`src/sv/sem_pkg.sv`:
```
// Shared types and constants for the sobel energy map block.
// No dependencies.
package sem_pkg;

	localparam int PIXEL_BITS  = 8;
	localparam int PIXEL_CH    = 4;
	localparam int PIX_W       = PIXEL_BITS * PIXEL_CH;
	localparam int ENERGY_W    = 11;
	localparam int FW_W        = 11;
	localparam int FH_W        = 13;
	localparam int CC_W        = 3;
	localparam int CFG_IDX_W   = 2;
	localparam int CFG_DATA_W  = 13;
	localparam int ROOT_STEPS  = 11;
	localparam int SQ_W        = 2 * ROOT_STEPS;
	localparam int SUM_W       = ENERGY_W + 2;
	localparam int DIV3_MUL    = 43691;
	localparam int DIV3_SHIFT  = 17;

	localparam logic [CFG_IDX_W-1:0] REG_FRAME_WIDTH   = 2'd0;
	localparam logic [CFG_IDX_W-1:0] REG_FRAME_HEIGHT  = 2'd1;
	localparam logic [CFG_IDX_W-1:0] REG_CHANNEL_COUNT = 2'd2;

	typedef struct packed {
		logic [PIXEL_BITS-1:0] chan0;
		logic [PIXEL_BITS-1:0] chan1;
		logic [PIXEL_BITS-1:0] chan2;
		logic [PIXEL_BITS-1:0] chan3;
		logic                  flush;
	} in_t;

	typedef struct packed {
		logic [ENERGY_W-1:0] energy;
		logic                frame_end;
	} out_t;

	// 3x3 neighborhood of one channel, center not needed
	typedef struct packed {
		logic [PIXEL_BITS-1:0] tl;
		logic [PIXEL_BITS-1:0] tc;
		logic [PIXEL_BITS-1:0] tr;
		logic [PIXEL_BITS-1:0] ml;
		logic [PIXEL_BITS-1:0] mr;
		logic [PIXEL_BITS-1:0] bl;
		logic [PIXEL_BITS-1:0] bc;
		logic [PIXEL_BITS-1:0] br;
	} nbhd_t;

	typedef enum logic [1:0] {LP_IDLE, LP_SQ, LP_RT} lane_ph_t;

	typedef enum logic [2:0] {ST_IDLE, ST_WIN, ST_SEL, ST_LANE, ST_MERGE, ST_HOLD} sem_state_t;

endpackage

```
`src/sv/sem_lane.sv`:
```
// One channel lane: Sobel gradients, squared magnitude, digit-serial floor sqrt.
// Depends on sem_pkg.
module sem_lane (
	input  logic                          clk,
	input  logic                          arst_n,
	input  logic                          start,
	input  sem_pkg::nbhd_t                nb,
	output logic                          done,
	output logic [sem_pkg::ENERGY_W-1:0]  mag
);

	sem_pkg::lane_ph_t ph_q, ph_n;
	logic [3:0]  step_q;
	logic        done_q;

	logic [9:0]  xp, xn, yp, yn;
	logic signed [10:0] gx, gy;
	logic signed [10:0] gx_s1, gy_s1;
	logic signed [21:0] gx2, gy2;
	logic [sem_pkg::SQ_W-1:0] v_q;
	logic [11:0] rem_q;
	logic [sem_pkg::ENERGY_W-1:0] root_q;
	logic [13:0] rem_sh, trial;
	logic [13:0] rem_n;
	logic        take;

	assign xp = {2'b0, nb.tr} + {1'b0, nb.mr, 1'b0} + {2'b0, nb.br};
	assign xn = {2'b0, nb.tl} + {1'b0, nb.ml, 1'b0} + {2'b0, nb.bl};
	assign yp = {2'b0, nb.tl} + {1'b0, nb.tc, 1'b0} + {2'b0, nb.tr};
	assign yn = {2'b0, nb.bl} + {1'b0, nb.bc, 1'b0} + {2'b0, nb.br};
	assign gx = $signed({1'b0, xp}) - $signed({1'b0, xn});
	assign gy = $signed({1'b0, yp}) - $signed({1'b0, yn});
	assign gx2 = gx_s1 * gx_s1;
	assign gy2 = gy_s1 * gy_s1;

	// one root bit per cycle: bring down two radicand bits, try (root<<2)|1
	assign rem_sh = {rem_q, v_q[sem_pkg::SQ_W-1 -: 2]};
	assign trial  = {1'b0, root_q, 2'b01};
	assign take   = rem_sh >= trial;
	assign rem_n  = take ? rem_sh - trial : rem_sh;

	always_comb begin
		ph_n = ph_q;
		case (ph_q)
			sem_pkg::LP_IDLE: if (start) ph_n = sem_pkg::LP_SQ;
			sem_pkg::LP_SQ:   ph_n = sem_pkg::LP_RT;
			sem_pkg::LP_RT:   if (step_q == 4'(sem_pkg::ROOT_STEPS - 1)) ph_n = sem_pkg::LP_IDLE;
			default:          ph_n = sem_pkg::LP_IDLE;
		endcase
	end

	always_ff @(posedge clk or negedge arst_n) begin
		if (!arst_n) begin
			ph_q   <= sem_pkg::LP_IDLE;
			step_q <= '0;
			done_q <= 1'b0;
		end else begin
			ph_q   <= ph_n;
			done_q <= (ph_q == sem_pkg::LP_RT) && (ph_n == sem_pkg::LP_IDLE);
			if (ph_q == sem_pkg::LP_RT) step_q <= step_q + 4'd1;
			else step_q <= '0;
		end
	end

	always_ff @(posedge clk) begin
		if (ph_q == sem_pkg::LP_IDLE && start) begin
			gx_s1 <= gx;
			gy_s1 <= gy;
		end
		if (ph_q == sem_pkg::LP_SQ) begin
			v_q    <= $unsigned(gx2) + $unsigned(gy2);
			rem_q  <= '0;
			root_q <= '0;
		end
		if (ph_q == sem_pkg::LP_RT) begin
			v_q    <= {v_q[sem_pkg::SQ_W-3:0], 2'b00};
			rem_q  <= rem_n[11:0];
			root_q <= {root_q[sem_pkg::ENERGY_W-2:0], take};
		end
	end

	assign done = done_q;
	assign mag  = root_q;

endmodule

```
`config.mk`:
```
export PLATFORM = sky130hd
export DESIGN_NAME = sem_lane
export DESIGN_NICKNAME = d
export VERILOG_FILES = /design/src/sv/sem_pkg.sv /design/src/sv/sem_lane.sv
export SDC_FILE = /design/constraint.sdc
export NUM_CORES = 1
export LEC_CHECK = 0
export BUFFER_PORTS_ARGS = -buffer_cell sky130_fd_sc_hd__buf_4
export CORE_ASPECT_RATIO = 0.9
export CORE_MARGIN = 3
export CORE_UTILIZATION = 50
export CTS_BUF_LIST = sky130_fd_sc_hd__clkbuf_4 sky130_fd_sc_hd__clkbuf_8
export DETAILED_ROUTE_END_ITERATION = 8
export PLACE_DENSITY = 0.7
export SLEW_MARGIN = 20
export SYNTH_ARGS = -nofsm -noshare
export SYNTH_HDL_FRONTEND = slang
export SYNTH_SLANG_ARGS = --single-unit
```
`constraint.sdc`:
```
create_clock -name clk -period 8.41 [get_ports clk]
set_clock_uncertainty 0.05 [all_clocks]
set_input_delay 0.4205 -clock clk [delete_from_list [all_inputs] [get_ports clk]]
set_output_delay 0.4205 -clock clk [all_outputs]
set_load 0.01 [all_outputs]
```
==> metrics.txt <==
Crit Path Max Fanout 21; CP Data Required Time 8490 ps; area grow syn2layout 8.04%; Max Used Layer met4; Buffers on Ports 78; leading area contributor after synthesis fa_1; M1 WL 12.2 mm; WP buf/inv 3; final wirelength 25.7 mm; arrival time worst endpoint 6910 ps; Max Clock Freq 0.146 GHz; Setup Fix Bufs, Post-CTS 0; Post-Syn Area 0.0141 mm²; Site Rows 57; initial antenna violation count 0; Final setup viols 0; Post-Syn Nets 1875; crit-path cells nand2_1 -> inv_1 -> fa_1 -> fa_1 -> fa_1 -> fa_1 -> fa_1 -> fa_1 -> inv_1 -> fa_1 -> inv_1 -> ha_1 -> o21a_1 -> o21a_1 -> nand2_1 -> a21oi_1 -> o32ai_1 -> xnor2_1 -> a22o_1; diode count 0; R2R Setup Slk 1580 ps; Crit path largest cell delay 760 ps; Critical-path top delay cell edfxtp_1; Post-synth ARST share 9.46%; Tcrit/Tclk final 81.2%; Synth top area share 42.1%; Pre-Repair DR Iteration Count 5; status finished clean; # DRC 0; drt wl/cell 14.3 µm; RePlAce Congestion 0.870; Core ar. 0.0273 mm²; setup_tns 0 ps; Die Y 165 µm; gr ovfl total 0; met2 wire len 11.9 mm; max_slew headroom 37.2%; Yosys reg bits 74; ANT nets after route 0; CTS Buf Count 9; class of the most critical setup path flop to flop; DIE WIDTH 183 µm; # resized after CTS 0; CTS tree yes; vias in the first global route 9463; post-synthesis sequential area ratio 15.4%; Yosys warnings 0; EDFF count, synth 65; synth top area cells fa_1, edfxtp_1, ha_1; first-pass GRT wire length 44.3 mm; placed wire-length estimate 23.0 mm; Post-Syn Instances 1384; Initial Util 51.5%; Avg Cell Area, Syn 10.2 µm²; RSZ-0062 raised after global routing false; final hold vios 0; clk slew on worst S/H paths 100 ps; Setup crit end kind flop; Vias/cell 4.83; delay-heaviest family, CP adder cells; Crit path top cell by count fa_1; max_cap viols 0; largest net degree at the start of global routing 44; Top Ports 79; vias 8708; Slew Viols, Final 0; H-Tree Depth 3; slew at the pin with the worst max-slew slack 942 ps; later-pin clock latency in the skew report 380 ps; Min-Delay Path Class input port to async pin; clock sink count 74; Main synth FF type edfxtp_1; Layout Nets 1935; Final Critical Period 6830 ps; library cells used by synthesis 47; CTS Hold Bufs 1; startpoint types flop; share of cells above drive strength 1 6.97%; die area 0.0302 mm²; met3 WL 1.21 mm; GRT Util Overall 18.2%; CTS Buffer Depth 2; Initial DRC Count 471; clock root cell clkbuf_8
[placed cells by master, fill, tap and decap left out, types with 33 or more instances in the layout]
cell type | netlist | routed
nor2b_1 | 33 | 33
and2_1 | 58 | 57
fa_1 | 296 | 296
buf_4 | 0 | 79
ha_1 | 128 | 127
nand2_1 | 79 | 79
edfxtp_1 | 65 | 65
inv_1 | 423 | 423
a21oi_1 | 36 | 36
xnor2_1 | 47 | 47
[synth_stat cells (all sizes together) (2+ instances only)]
library cell  instances
and2                 58
mux2i                10
and3                  2
dfrtp                 7
o21ai                23
dfxtp                 2
o31ai                 2
nand2                79
o21bai                6
nand2b               10
o22ai                 2
xor2                 19
nor4                  2
a21o                 13
nor2                 28
a32o                  3
a31oi                 4
o41ai                 2
inv                 423
or3                   4
nor3                  5
xnor2                47
a22o                 15
ha                  128
o21a                  7
fa                  296
nor2b                33
edfxtp               65
a21oi                36
nand3                 9
clkbuf               30
[through the flow]
stage | area (µm²) | instances | util, % | hold WS [ps] | worst slack [ps]
finish | 15200 | 1803 | 55.7 | 324 | 1580
global route | 15200 | 1803 | 55.7 | 324 | 1200
CTS | 15200 | 1803 | 55.7 | 302 | 1470
detailed placement | 15000 | 1786 | 54.9 | 188 | 1500
global placement | 15000 | 1786 | 54.9 | 186 | 1750
floorplan | 14100 | 1384 | - | 74.9 | 2010
[sequential cells by signal, summed over array words and instances, names as in the netlist]
signal / cells
rem_q: 12
step_q: 4
v_q: 22
mag: 11
gy_s1: 11
done: 1
gx_s1: 11
ph_q: 2
[worst paths after layout]
| check | from | to | cells past startpoint |
|---|---|---|---|
| min | arst_n | ph_q[1]$_DFF_PN0_ | 2 |
| max reg2reg | gy_s1[10]$_DFFE_PP_ | v_q[20]$_DFFE_PP_ | 19 |
| min in group clk | start | ph_q[1]$_DFF_PN0_ | 4 |
| min reg2reg | step_q[0]$_DFF_PN0_ | step_q[0]$_DFF_PN0_ | 1 |
| max | gy_s1[10]$_DFFE_PP_ | v_q[20]$_DFFE_PP_ | 19 |
| max in group asynchronous | arst_n | done$_DFF_PN0_ | 2 |
[metal layers]
layer	GRT usage (%)	vias up
li1	-	4238
met1	25.5	4279
met2	29.9	164
met3	3.37	27
met4	3.98	0
met5	0	-
[cell type report]
class	count	area (µm²)
clock buffers	9	124
multi-input cells	856	10200
well taps	354	443
fillers	2335	12100
repair buffers	80	603
clock inverters	7	82.6
flip-flops and latches	74	2170
inverters	423	1590
[kinds of logic (layout without fill, tap and decap cells)]
| logic type | Yosys count | in the layout | share of synthesized area (%) |
|---|---|---|---|
| AND/OR/NAND/NOR | 237 | 237 | 8.59 |
| AO/OA/AOI/OAI | 119 | 119 | 5.52 |
| buffers and inverters | 454 | 519 | 12.2 |
| multiplexers | 10 | 10 | 0.711 |
| flip-flops | 74 | 74 | 15.4 |
| adder cells (fa/ha/maj) | 424 | 424 | 53.5 |
| XOR/XNOR | 66 | 66 | 4.11 |
Power is not shown: default switching activity piles up to over one toggle a cycle in this logic, so the estimate is an artifact.
