`src/sv/sem_pkg.sv`:
```
// Shared types and constants for the sobel energy map block.
// No dependencies.
package sem_pkg;

	localparam int PIXEL_BITS  = 8;
	localparam int PIXEL_CH    = 4;
	localparam int PIX_W       = PIXEL_BITS * PIXEL_CH;
	localparam int ENERGY_W    = 11;
	localparam int FW_W        = 11;
	localparam int FH_W        = 13;
	localparam int CC_W        = 3;
	localparam int CFG_IDX_W   = 2;
	localparam int CFG_DATA_W  = 13;
	localparam int ROOT_STEPS  = 11;
	localparam int SQ_W        = 2 * ROOT_STEPS;
	localparam int SUM_W       = ENERGY_W + 2;
	localparam int DIV3_MUL    = 43691;
	localparam int DIV3_SHIFT  = 17;

	localparam logic [CFG_IDX_W-1:0] REG_FRAME_WIDTH   = 2'd0;
	localparam logic [CFG_IDX_W-1:0] REG_FRAME_HEIGHT  = 2'd1;
	localparam logic [CFG_IDX_W-1:0] REG_CHANNEL_COUNT = 2'd2;

	typedef struct packed {
		logic [PIXEL_BITS-1:0] chan0;
		logic [PIXEL_BITS-1:0] chan1;
		logic [PIXEL_BITS-1:0] chan2;
		logic [PIXEL_BITS-1:0] chan3;
		logic                  flush;
	} in_t;

	typedef struct packed {
		logic [ENERGY_W-1:0] energy;
		logic                frame_end;
	} out_t;

	// 3x3 neighborhood of one channel, center not needed
	typedef struct packed {
		logic [PIXEL_BITS-1:0] tl;
		logic [PIXEL_BITS-1:0] tc;
		logic [PIXEL_BITS-1:0] tr;
		logic [PIXEL_BITS-1:0] ml;
		logic [PIXEL_BITS-1:0] mr;
		logic [PIXEL_BITS-1:0] bl;
		logic [PIXEL_BITS-1:0] bc;
		logic [PIXEL_BITS-1:0] br;
	} nbhd_t;

	typedef enum logic [1:0] {LP_IDLE, LP_SQ, LP_RT} lane_ph_t;

	typedef enum logic [2:0] {ST_IDLE, ST_WIN, ST_SEL, ST_LANE, ST_MERGE, ST_HOLD} sem_state_t;

endpackage

```
`src/sv/sem_merge.sv`:
```
// Merging stage: sums the lane magnitudes in use and divides by the channel count.
// Depends on sem_pkg.
module sem_merge #(
	parameter int LANES = 4
) (
	input  logic                                   clk,
	input  logic                                   arst_n,
	input  logic                                   start,
	input  logic [LANES-1:0][sem_pkg::ENERGY_W-1:0] mag,
	input  logic [sem_pkg::CC_W-1:0]               nch,
	output logic                                   done,
	output logic [sem_pkg::ENERGY_W-1:0]           energy
);

	logic                         v_s1, v_s2;
	logic [sem_pkg::SUM_W-1:0]    sum, sum_s1;
	logic [28:0]                  prod;
	logic [sem_pkg::SUM_W-1:0]    quo;
	logic [sem_pkg::ENERGY_W-1:0] energy_s2;

	always_comb begin
		sum = '0;
		for (int i = 0; i < LANES; i++) begin
			if (i < int'(nch)) sum = sum + sem_pkg::SUM_W'(mag[i]);
		end
	end

	// divide by 3 through the reciprocal; exact for sums of this size
	assign prod = 29'(sum_s1) * 29'(sem_pkg::DIV3_MUL);

	always_comb begin
		case (nch)
			3'd1:    quo = sum_s1;
			3'd2:    quo = sum_s1 >> 1;
			3'd3:    quo = sem_pkg::SUM_W'(prod >> sem_pkg::DIV3_SHIFT);
			default: quo = sum_s1 >> 2;
		endcase
	end

	always_ff @(posedge clk or negedge arst_n) begin
		if (!arst_n) begin
			v_s1 <= 1'b0;
			v_s2 <= 1'b0;
		end else begin
			v_s1 <= start;
			v_s2 <= v_s1;
		end
	end

	always_ff @(posedge clk) begin
		if (start) sum_s1 <= sum;
		if (v_s1) energy_s2 <= quo[sem_pkg::ENERGY_W-1:0];
	end

	assign done   = v_s2;
	assign energy = energy_s2;

endmodule

```
`config.mk`:
```
export PLATFORM = sky130hd
export DESIGN_NAME = sem_merge
export DESIGN_NICKNAME = d
export VERILOG_FILES = /design/src/sv/sem_pkg.sv /design/src/sv/sem_merge.sv
export SDC_FILE = /design/constraint.sdc
export NUM_CORES = 1
export LEC_CHECK = 0
export BUFFER_PORTS_ARGS = -buffer_cell sky130_fd_sc_hd__clkbuf_2
export CORE_AREA = 2 2 206 107
export CTS_CLUSTER_DIAMETER = 150
export DETAILED_ROUTE_END_ITERATION = 6
export DIE_AREA = 0 0 208 109
export SLEW_MARGIN = 20
export SYNTH_ARGS = -nofsm -noshare
export SYNTH_HDL_FRONTEND = slang
export SYNTH_SLANG_ARGS = --single-unit
```
`constraint.sdc`:
```
create_clock -name clk -period 8.9 [get_ports clk]
set_input_delay 1.335 -clock clk [delete_from_list [all_inputs] [get_ports clk]]
set_output_delay 1.335 -clock clk [all_outputs]
set_load 0.02 [all_outputs]
```
==> impl_metrics.csv, run 1 <==
group,metric,value,unit
setup_path,worst_ep_arrival_time,7.70,ns
flow_run,max-cap-violations,0,
yosys,synth_edf_count,24,
die,die_y,109,µm
clock_tree,clk_pin_slew,0.07,ns
yosys,postSynthCellCount,722,
drt,drt-wirelength-per-cell,16.3,µm
timing,worstMarginPinSlew,1.05,ns
timing,min_period_over_period,0.863,
drt,remaining_drc_errors,0,
grt,gr-total-overflow,0,
yosys,yosys.area.top_type,"ha_1",
cells_and_area,syn2layout_area_growth,11.1,%
outcome,status,"complete, no violations",
grt,antenna_found_initial,0,
setup_path,cp_slowest_cell,"or3_4",
grt,track_usage,0.158,
die,die_area,0.0227,mm²
yosys,ys_types,70,
min_path,min_path_type,"primary input to async pin",
grt,grt_max_degree,50,
yosys,syn_nets,928,
timing,finalHoldViolations,0,
setup_path,slowest_delay,0.54,ns
clock_tree,post_cts.repair.setup_buffers,0,
timing,setup_viol,0,
cells_and_area,seq_area,771,µm²
clock_tree,cts_tree,"done",
die,pin_count,62,
setup_path,cp-start-kind,"primary input",
cells_and_area,drive_gt1_frac,0.108,
placed_design,post-dp-hpwl,14800,µm
die,placementRows,38,
yosys,seq_area_frac_synth,0.125,
clock_tree,ctsHoldBuffers,0,
clock_tree,cts_root_buf,"clkbuf_16",
setup_path,required,8.92,ns
yosys,synth_seq_cells,26,
timing,maxSlewViolCount,0,
yosys,synth.area.top_cells,"ha_1, fa_1, edfxtp_1",
die,core,0.0210,mm²
drt,wl,17100,µm
clock_tree,cts_sinks,26,
die,start_util,0.293,
timing,period_minus_slack,7.68,ns
clock_tree,clock_path_buffers,2,
setup_path,critPathMaxFanout,28,
yosys,synth.most_common_cell,"inv_1",
yosys,async_reset_ff_frac,0.0769,
drt,vias,5282,
cells_and_area,multi_input_area,0.00485,mm²
timing,relSlewSlack,0.298,
clock_tree,h-tree-depth,1,
drt,dr.pass1.iters,7,
cells_and_area,antenna_cells,0,
setup_path,path_class,"primary input to register",
placed_design,gp_congestion,0.909,
cells_and_area,nets,976,
setup_path,crit_path_end_kind,"register",
drt,viasPerCell,5.04,
timing,tns,0,ns
yosys,ys_top_cells_by_count,"inv_1, ha_1, fa_1",
timing,fmax,130,MHz
die,fp.dieW,208,µm
clock_tree,cts-resized-gates,0,
drt,ant_nets,0,
yosys,synth_area,0.00616,mm²
cells_and_area,n_fill_cell,2227,
placed_design,numPortBuffers,61,
yosys,ys.flop_type,"edfxtp_1",
clock_tree,cts_made_buffers,3,
grt,grt_pass1_wl,27800,µm
drt,drtIter0Drc,497,
clock_tree,clk_latency,0.28,ns
timing,rsz0062_at_grt,"no",
setup_path,r2r_cells,18,
yosys,synth_top_area_share,0.211,
yosys,syn_area_per_cell,8.54,µm²
grt,grt_pass1_vias,5012,
yosys,ys_warn_count,0,
timing,clock_skew,0.00458,ns
stage by stage:
stage	setup slack (ns)	cell area, µm²	utilization	std cells	hold slack, ns
global route	0.777	6850	0.326	1049	0.820
CTS	1.34	6850	0.326	1049	0.818
detailed placement	1.05	6740	0.321	1045	0.805
floorplan	1.89	6160	-	722	0.592
global placement	1.27	6740	0.321	1045	0.803
finish	1.22	6850	0.326	1049	0.822
layout by cell type (no fill, tap or decap), types with 13 or more instances in the layout:
master | synthesis | routed
edfxtp_1 | 24 | 24
nor3_1 | 13 | 13
xnor2_1 | 15 | 15
a21oi_1 | 48 | 48
clkbuf_2 | 0 | 61
inv_1 | 122 | 122
ha_1 | 104 | 104
o21ai_0 | 35 | 35
nor2_1 | 47 | 47
fa_1 | 52 | 52
a21o_1 | 20 | 20
and2_1 | 16 | 16
nand3_1 | 14 | 14
xor2_1 | 14 | 14
nand2_1 | 31 | 31
critical path, delay by kind of cell:
kind | cells | cell delay, ns
compound gates | 14 | 3.25
simple gates | 7 | 1.41
fa+ha+maj | 3 | 0.98
buf+inv | 2 | 0.42
xor+xnor | 2 | 0.31
registers in the layout (all words and copies together) (netlist names):
| signal | count |
|---|---|
| done | 1 |
| energy | 11 |
| sum_s1 | 13 |
| v_s1 | 1 |
final cells by class:
cell class / count / area share
flip-flops and latches: 26 / 0.113
multi-input cells: 555 / 0.708
clock inverters: 1 / 0.00438
clock buffers: 3 / 0.0110
repair buffers: 62 / 0.0457
well taps: 280 / 0.0512
inverters: 122 / 0.0669
logic make-up (layout without fill, tap and decap cells):
group           Yosys count  count (layout)  share of synthesized area
fa+ha+maj               157             157                      0.382
buf+inv                 141             188                     0.0877
mux                      12              12                     0.0213
xor+xnor                 29              29                     0.0412
simple gates            165             165                      0.133
compound gates          192             192                      0.210
flops                    26              26                      0.125
routing by layer:
metal,global-route usage,routed length [µm]
met5,0,0
met4,0.00811,27
met3,0.0392,1590
met2,0.184,5330
met1,0.277,10200
worst paths after layout:
path | from | to | slack, ns
min in group clk | sum_s1[6]$_DFFE_PP_ | energy[4]$_DFFE_PP_ | 0.84
worst max-delay path | nch[1] | sum_s1[11]$_DFFE_PP_ | 1.22
worst max register to register | sum_s1[9]$_DFFE_PP_ | energy[10]$_DFFE_PP_ | 2.99
worst min-delay path | arst_n | done$_DFF_PN0_ | 0.82
worst min register to register | sum_s1[6]$_DFFE_PP_ | energy[4]$_DFFE_PP_ | 0.84
max in group asynchronous | arst_n | v_s1$_DFF_PN0_ | 7.98
Power of run 1 is left out: the tool's default activity adds up to more than one toggle a clock period on the data nets, which glitch-free logic cannot reach.
==> run 2, diff against run 1 <==
--- a/config.mk
+++ b/config.mk
@@ -10,6 +10,7 @@
 export CTS_CLUSTER_DIAMETER = 150
 export DETAILED_ROUTE_END_ITERATION = 6
 export DIE_AREA = 0 0 208 109
+export HOLD_SLACK_MARGIN = 0.15
 export SLEW_MARGIN = 20
 export SYNTH_ARGS = -nofsm -noshare
 export SYNTH_HDL_FRONTEND = slang
==> constraint.sdc (replaced) <==
create_clock -name clk -period 9.89 [get_ports clk]
set_input_delay 1.4835 -clock clk [delete_from_list [all_inputs] [get_ports clk]]
set_output_delay 1.4835 -clock clk [all_outputs]
set_load 0.02 [all_outputs]
==> impl_metrics.csv, run 2 (synthesis results as in run 1) <==
group,metric,value,unit
placed_design,numPortBuffers,61,
placed_design,placed_cells,1045,
setup_path,crit_path_end_kind,"register",
cells_and_area,layout_common_cells,"inv_1, ha_1, clkbuf_2",
timing,clock_skew,0.00384,ns
setup_path,worst_r2r_endpoint,"energy[10]$_DFFE_PP_",
clock_tree,clk_latency,0.28,ns
die,start_util,0.293,
cells_and_area,layout.cells.most_common,"inv_1",
drt,remaining_drc_errors,0,
grt,grt_pass1_vias,4996,
grt,track_usage,0.160,
drt,ant_nets,0,
setup_path,path_class,"primary input to register",
setup_path,cp-start-kind,"primary input",
cells_and_area,drive_gt1_frac,0.108,
setup_path,worstReg2RegStart,"sum_s1[9]$_DFFE_PP_",
timing,relSlewSlack,0.224,
outcome,status,"complete, no violations",
timing,holdWs,0.835,ns
timing,setup_viol,0,
die,die_y,109,µm
drt,viasPerCell,5.09,
drt,drt-wirelength-per-cell,16.5,µm
clock_tree,cts_made_buffers,3,
cells_and_area,final_cells,1049,
clock_tree,h-tree-depth,1,
min_path,min_path_type,"register to register",
die,pin_count,62,
die,core,0.0210,mm²
clock_tree,clk_pin_slew,0.07,ns
clock_tree,cts-resized-gates,0,
setup_path,critPathMaxFanout,28,
setup_path,worst_ep_arrival_time,7.89,ns
timing,finalHoldViolations,0,
grt,grt_max_degree,50,
drt,drtIter0Drc,520,
drt,wl,17400,µm
min_path,min_path_cells,2,
placed_design,gp_congestion,0.907,
clock_tree,cts_root_buf,"clkbuf_16",
cells_and_area,nets,976,
grt,antenna_found_initial,0,
clock_tree,cts_sinks,26,
min_path,hp-start,"sum_s1[6]$_DFFE_PP_",
drt,dr.pass1.iters,5,
die,fp.dieW,208,µm
cells_and_area,syn2layout_area_growth,11.1,%
clock_tree,cts_tree,"done",
cells_and_area,top_register,"sum_s1",
min_path,hold_path_end,"energy[4]$_DFFE_PP_",
cells_and_area,antenna_cells,0,
die,placementRows,38,
timing,worstMarginPinSlew,1.16,ns
grt,grt_pass1_wl,28100,µm
setup_path,ff2ff_setup_slack,3.95,ns
timing,min_period_over_period,0.796,
cells_and_area,largest_reg_flops,13,
grt,gr-total-overflow,0,
timing,rsz0062_at_grt,"no",
flow_run,max-cap-violations,0,
placed_design,post-dp-hpwl,15100,µm
drt,vias,5338,
timing,period_minus_slack,7.87,ns
timing,maxSlewViolCount,0,
setup_path,required,9.91,ns
timing,fmax,127,MHz
clock_tree,ctsHoldBuffers,0,
die,die_area,0.0227,mm²
timing,tns,0,ns
clock_tree,clock_path_buffers,2,
clock_tree,post_cts.repair.setup_buffers,0,
setup_path,r2r_cells,18,
==> run 2: area by class of cell <==
cell class,instances,area [µm²]
flip-flops and latches,26,771
inverters,122,458
multi-input cells,555,4850
clock buffers,3,75.1
clock inverters,1,30.0
well taps,280,350
repair buffers,62,313
fillers,2232,14200
==> run 2: how the worst max path moves through the flow <==
stage | startpoint | endpoint | slack [ns] | cells past startpoint
detailed placement | nch[1] | sum_s1[11]$_DFFE_PP_ | 1.88 | 27
global route | nch[1] | sum_s1[11]$_DFFE_PP_ | 1.62 | 28
floorplan | nch[1] | sum_s1[11]$_DFFE_PP_ | 2.74 | 29
global placement | nch[1] | sum_s1[11]$_DFFE_PP_ | 2.12 | 27
finish | nch[1] | sum_s1[11]$_DFFE_PP_ | 2.02 | 28
CTS | nch[1] | sum_s1[11]$_DFFE_PP_ | 2.14 | 28
==> run 2: through the flow <==
stage / setup WS, ns / utilization / cell area [µm²]
3_3_place_gp: 2.12 / 0.321 / 6740
3_5_place_dp: 1.88 / 0.321 / 6740
6_report: 2.02 / 0.326 / 6850
2_1_floorplan: 2.74 / - / 6160
4_1_cts: 2.14 / 0.326 / 6850
5_1_grt: 1.62 / 0.326 / 6850
==> run 2: per-layer routing <==
| layer | vias up | share of wire | track usage |
|---|---|---|---|
| met3 | 2 | 0.079 | 0.0282 |
| met2 | 186 | 0.32 | 0.189 |
| li1 | 2612 | - | - |
| met1 | 2538 | 0.60 | 0.287 |
| met5 | - | 0 | 0 |
| met4 | 0 | 0.00052 | 0.00304 |
==> run 2: worst max-delay path: stages <==
cell      delay (ns)
clkbuf_2        0.34
or3_4           0.55
and2_1          0.21
ha_1            0.28
a21o_1          0.22
a32o_2          0.27
a221oi_2        0.32
o21ai_0         0.18
xnor2_1         0.17
and3_1          0.19
a211oi_1        0.36
inv_1           0.09
ha_1            0.33
o21a_1          0.21
o31a_1          0.14
o21ai_0         0.17
nand2b_1        0.10
xnor2_1         0.15
o22ai_1         0.11
o21bai_1        0.22
ha_1            0.37
nand3_1         0.11
nor3_1          0.05
a311o_1         0.38
o41ai_2         0.34
and3b_1         0.22
o21ai_0         0.21
o211ai_2        0.11
Power of run 2 is left out for the same reason.
==> run 3, diff against run 2 <==
==> constraint.sdc (replaced) <==
create_clock -name clk -period 6.7 [get_ports clk]
set_input_delay 1.005 -clock clk [delete_from_list [all_inputs] [get_ports clk]]
set_output_delay 1.005 -clock clk [all_outputs]
set_load 0.02 [all_outputs]
==> impl_metrics.csv, run 3 (synthesis results as in run 1) <==
group,metric,value,unit
placed_design,gp_congestion,0.845,
clock_tree,cts_made_buffers,3,
setup_path,critPathMaxFanout,4,
cells_and_area,multi_input_area,0.00490,mm²
timing,clock_skew,0.00439,ns
cells_and_area,layout.cells.most_common,"inv_1",
timing,maxSlewViolCount,0,
cells_and_area,nets,1000,
setup_path,ff2ff_setup_slack,0.74,ns
timing,period_minus_slack,6.34,ns
grt,busiest_layer,"met1",
setup_path,cp-startpoint,"nch[2]",
clock_tree,h-tree-depth,1,
grt,grt_pass1_vias,4955,
clock_tree,clk_pin_slew,0.07,ns
setup_path,path_class,"primary input to register",
cells_and_area,seq_area,771,µm²
die,placementRows,38,
drt,drtIter0Drc,625,
drt,remaining_drc_errors,0,
timing,setup_viol,0,
clock_tree,cts_tree,"done",
clock_tree,clock_path_buffers,2,
drt,drt-wirelength-per-cell,16.4,µm
timing,fmax,158,MHz
timing,tns,0,ns
setup_path,cp_slowest_cell,"or3_4",
grt,grt_pass1_wl,27900,µm
cells_and_area,layout_common_cells,"inv_1, ha_1, clkbuf_2",
grt,track_usage,0.159,
grt,grt.met1_usage,0.288,
die,fp.dieW,208,µm
setup_path,r2r_cells,18,
cells_and_area,syn2layout_area_growth,14.8,%
outcome,status,"complete, no violations",
setup_path,worst_r2r_endpoint,"energy[10]$_DFFE_PP_",
grt,antenna_found_initial,0,
setup_path,cp-endpoint,"sum_s1[11]$_DFFE_PP_",
grt,gr-total-overflow,0,
setup_path,crit_path_end_kind,"register",
cells_and_area,top_register,"sum_s1",
timing,holdWs,0.498,ns
cells_and_area,antenna_cells,0,
drt,dr.pass1.iters,5,
drt,viasPerCell,5.10,
grt,gr-usage-met3,0.0274,
cells_and_area,n_fill_cell,2228,
drt,wl,17600,µm
clock_tree,ctsHoldBuffers,0,
placed_design,post-dp-hpwl,15200,µm
die,die_y,109,µm
cells_and_area,utilization,0.337,
timing,worstMarginPinSlew,0.753,ns
setup_path,required,6.72,ns
timing,min_period_over_period,0.946,
cells_and_area,largest_reg_flops,13,
drt,ant_nets,0,
grt,met2_usage,0.186,
die,start_util,0.293,
placed_design,numPortBuffers,61,
setup_path,worstReg2RegStart,"sum_s1[7]$_DFFE_PP_",
grt,grt_max_degree,34,
timing,finalHoldViolations,0,
die,die_area,0.0227,mm²
die,core,0.0210,mm²
cells_and_area,drive_gt1_frac,0.148,
setup_path,worst_ep_arrival_time,6.36,ns
min_path,min_path_type,"primary input to async pin",
setup_path,slowest_delay,0.40,ns
timing,relSlewSlack,0.498,
drt,vias,5472,
die,pin_count,62,
setup_path,cp-start-kind,"primary input",
clock_tree,cts_root_buf,"clkbuf_16",
clock_tree,cts_sinks,26,
flow_run,max-cap-violations,0,
clock_tree,clk_latency,0.27,ns
[run 3: final cells by class]
cell class / instances / area share
repair buffers: 86 / 0.0696
well taps: 280 / 0.0495
inverters: 122 / 0.0647
clock buffers: 3 / 0.0106
clock inverters: 1 / 0.00424
flip-flops and latches: 26 / 0.109
multi-input cells: 555 / 0.692
[run 3: stage by stage]
stage	cells	setup slack, ns	area [µm²]
floorplan	722	0.0245	6160
global placement	1068	0.0606	6920
detailed placement	1068	-0.0263	6920
CTS	1072	0.255	7020
global route	1073	-0.00416	7080
finish	1073	0.359	7080
[run 3: per-layer routing]
metal	vias to the layer above	routed length [µm]	share of wire
li1	2667	-	-
met1	2619	10600	0.60
met2	184	5640	0.32
met3	2	1380	0.079
met4	0	12	0.00068
met5	-	0	0
[run 3: critical path: cells and delay by family]
family	cells	cell delay [ns]
and+or+nand+nor	7	1.22
adders and majority gates	3	0.92
AOI/OAI and AO/OA	14	2.74
buffers and inverters	2	0.16
xor gates and xnor gates	2	0.30
[run 3: timing repair]
item / CTS / global route
gates resized for setup: 0 / 13
setup buffers: 0 / 1
setup endpoints to repair: 0 / 3
endpoints found under the hold margin: 0 / 0
[run 3: how the worst min path moves through the flow]
stage,end,start,depth (start not counted)
2_1_floorplan,done$_DFF_PN0_,v_s1$_DFF_PN0_,0
3_3_place_gp,energy[8]$_DFFE_PP_,sum_s1[10]$_DFFE_PP_,3
3_5_place_dp,energy[8]$_DFFE_PP_,sum_s1[10]$_DFFE_PP_,3
4_1_cts,done$_DFF_PN0_,arst_n,1
5_1_grt,done$_DFF_PN0_,arst_n,1
6_report,done$_DFF_PN0_,arst_n,1
Power of run 3 is left out for the same reason.
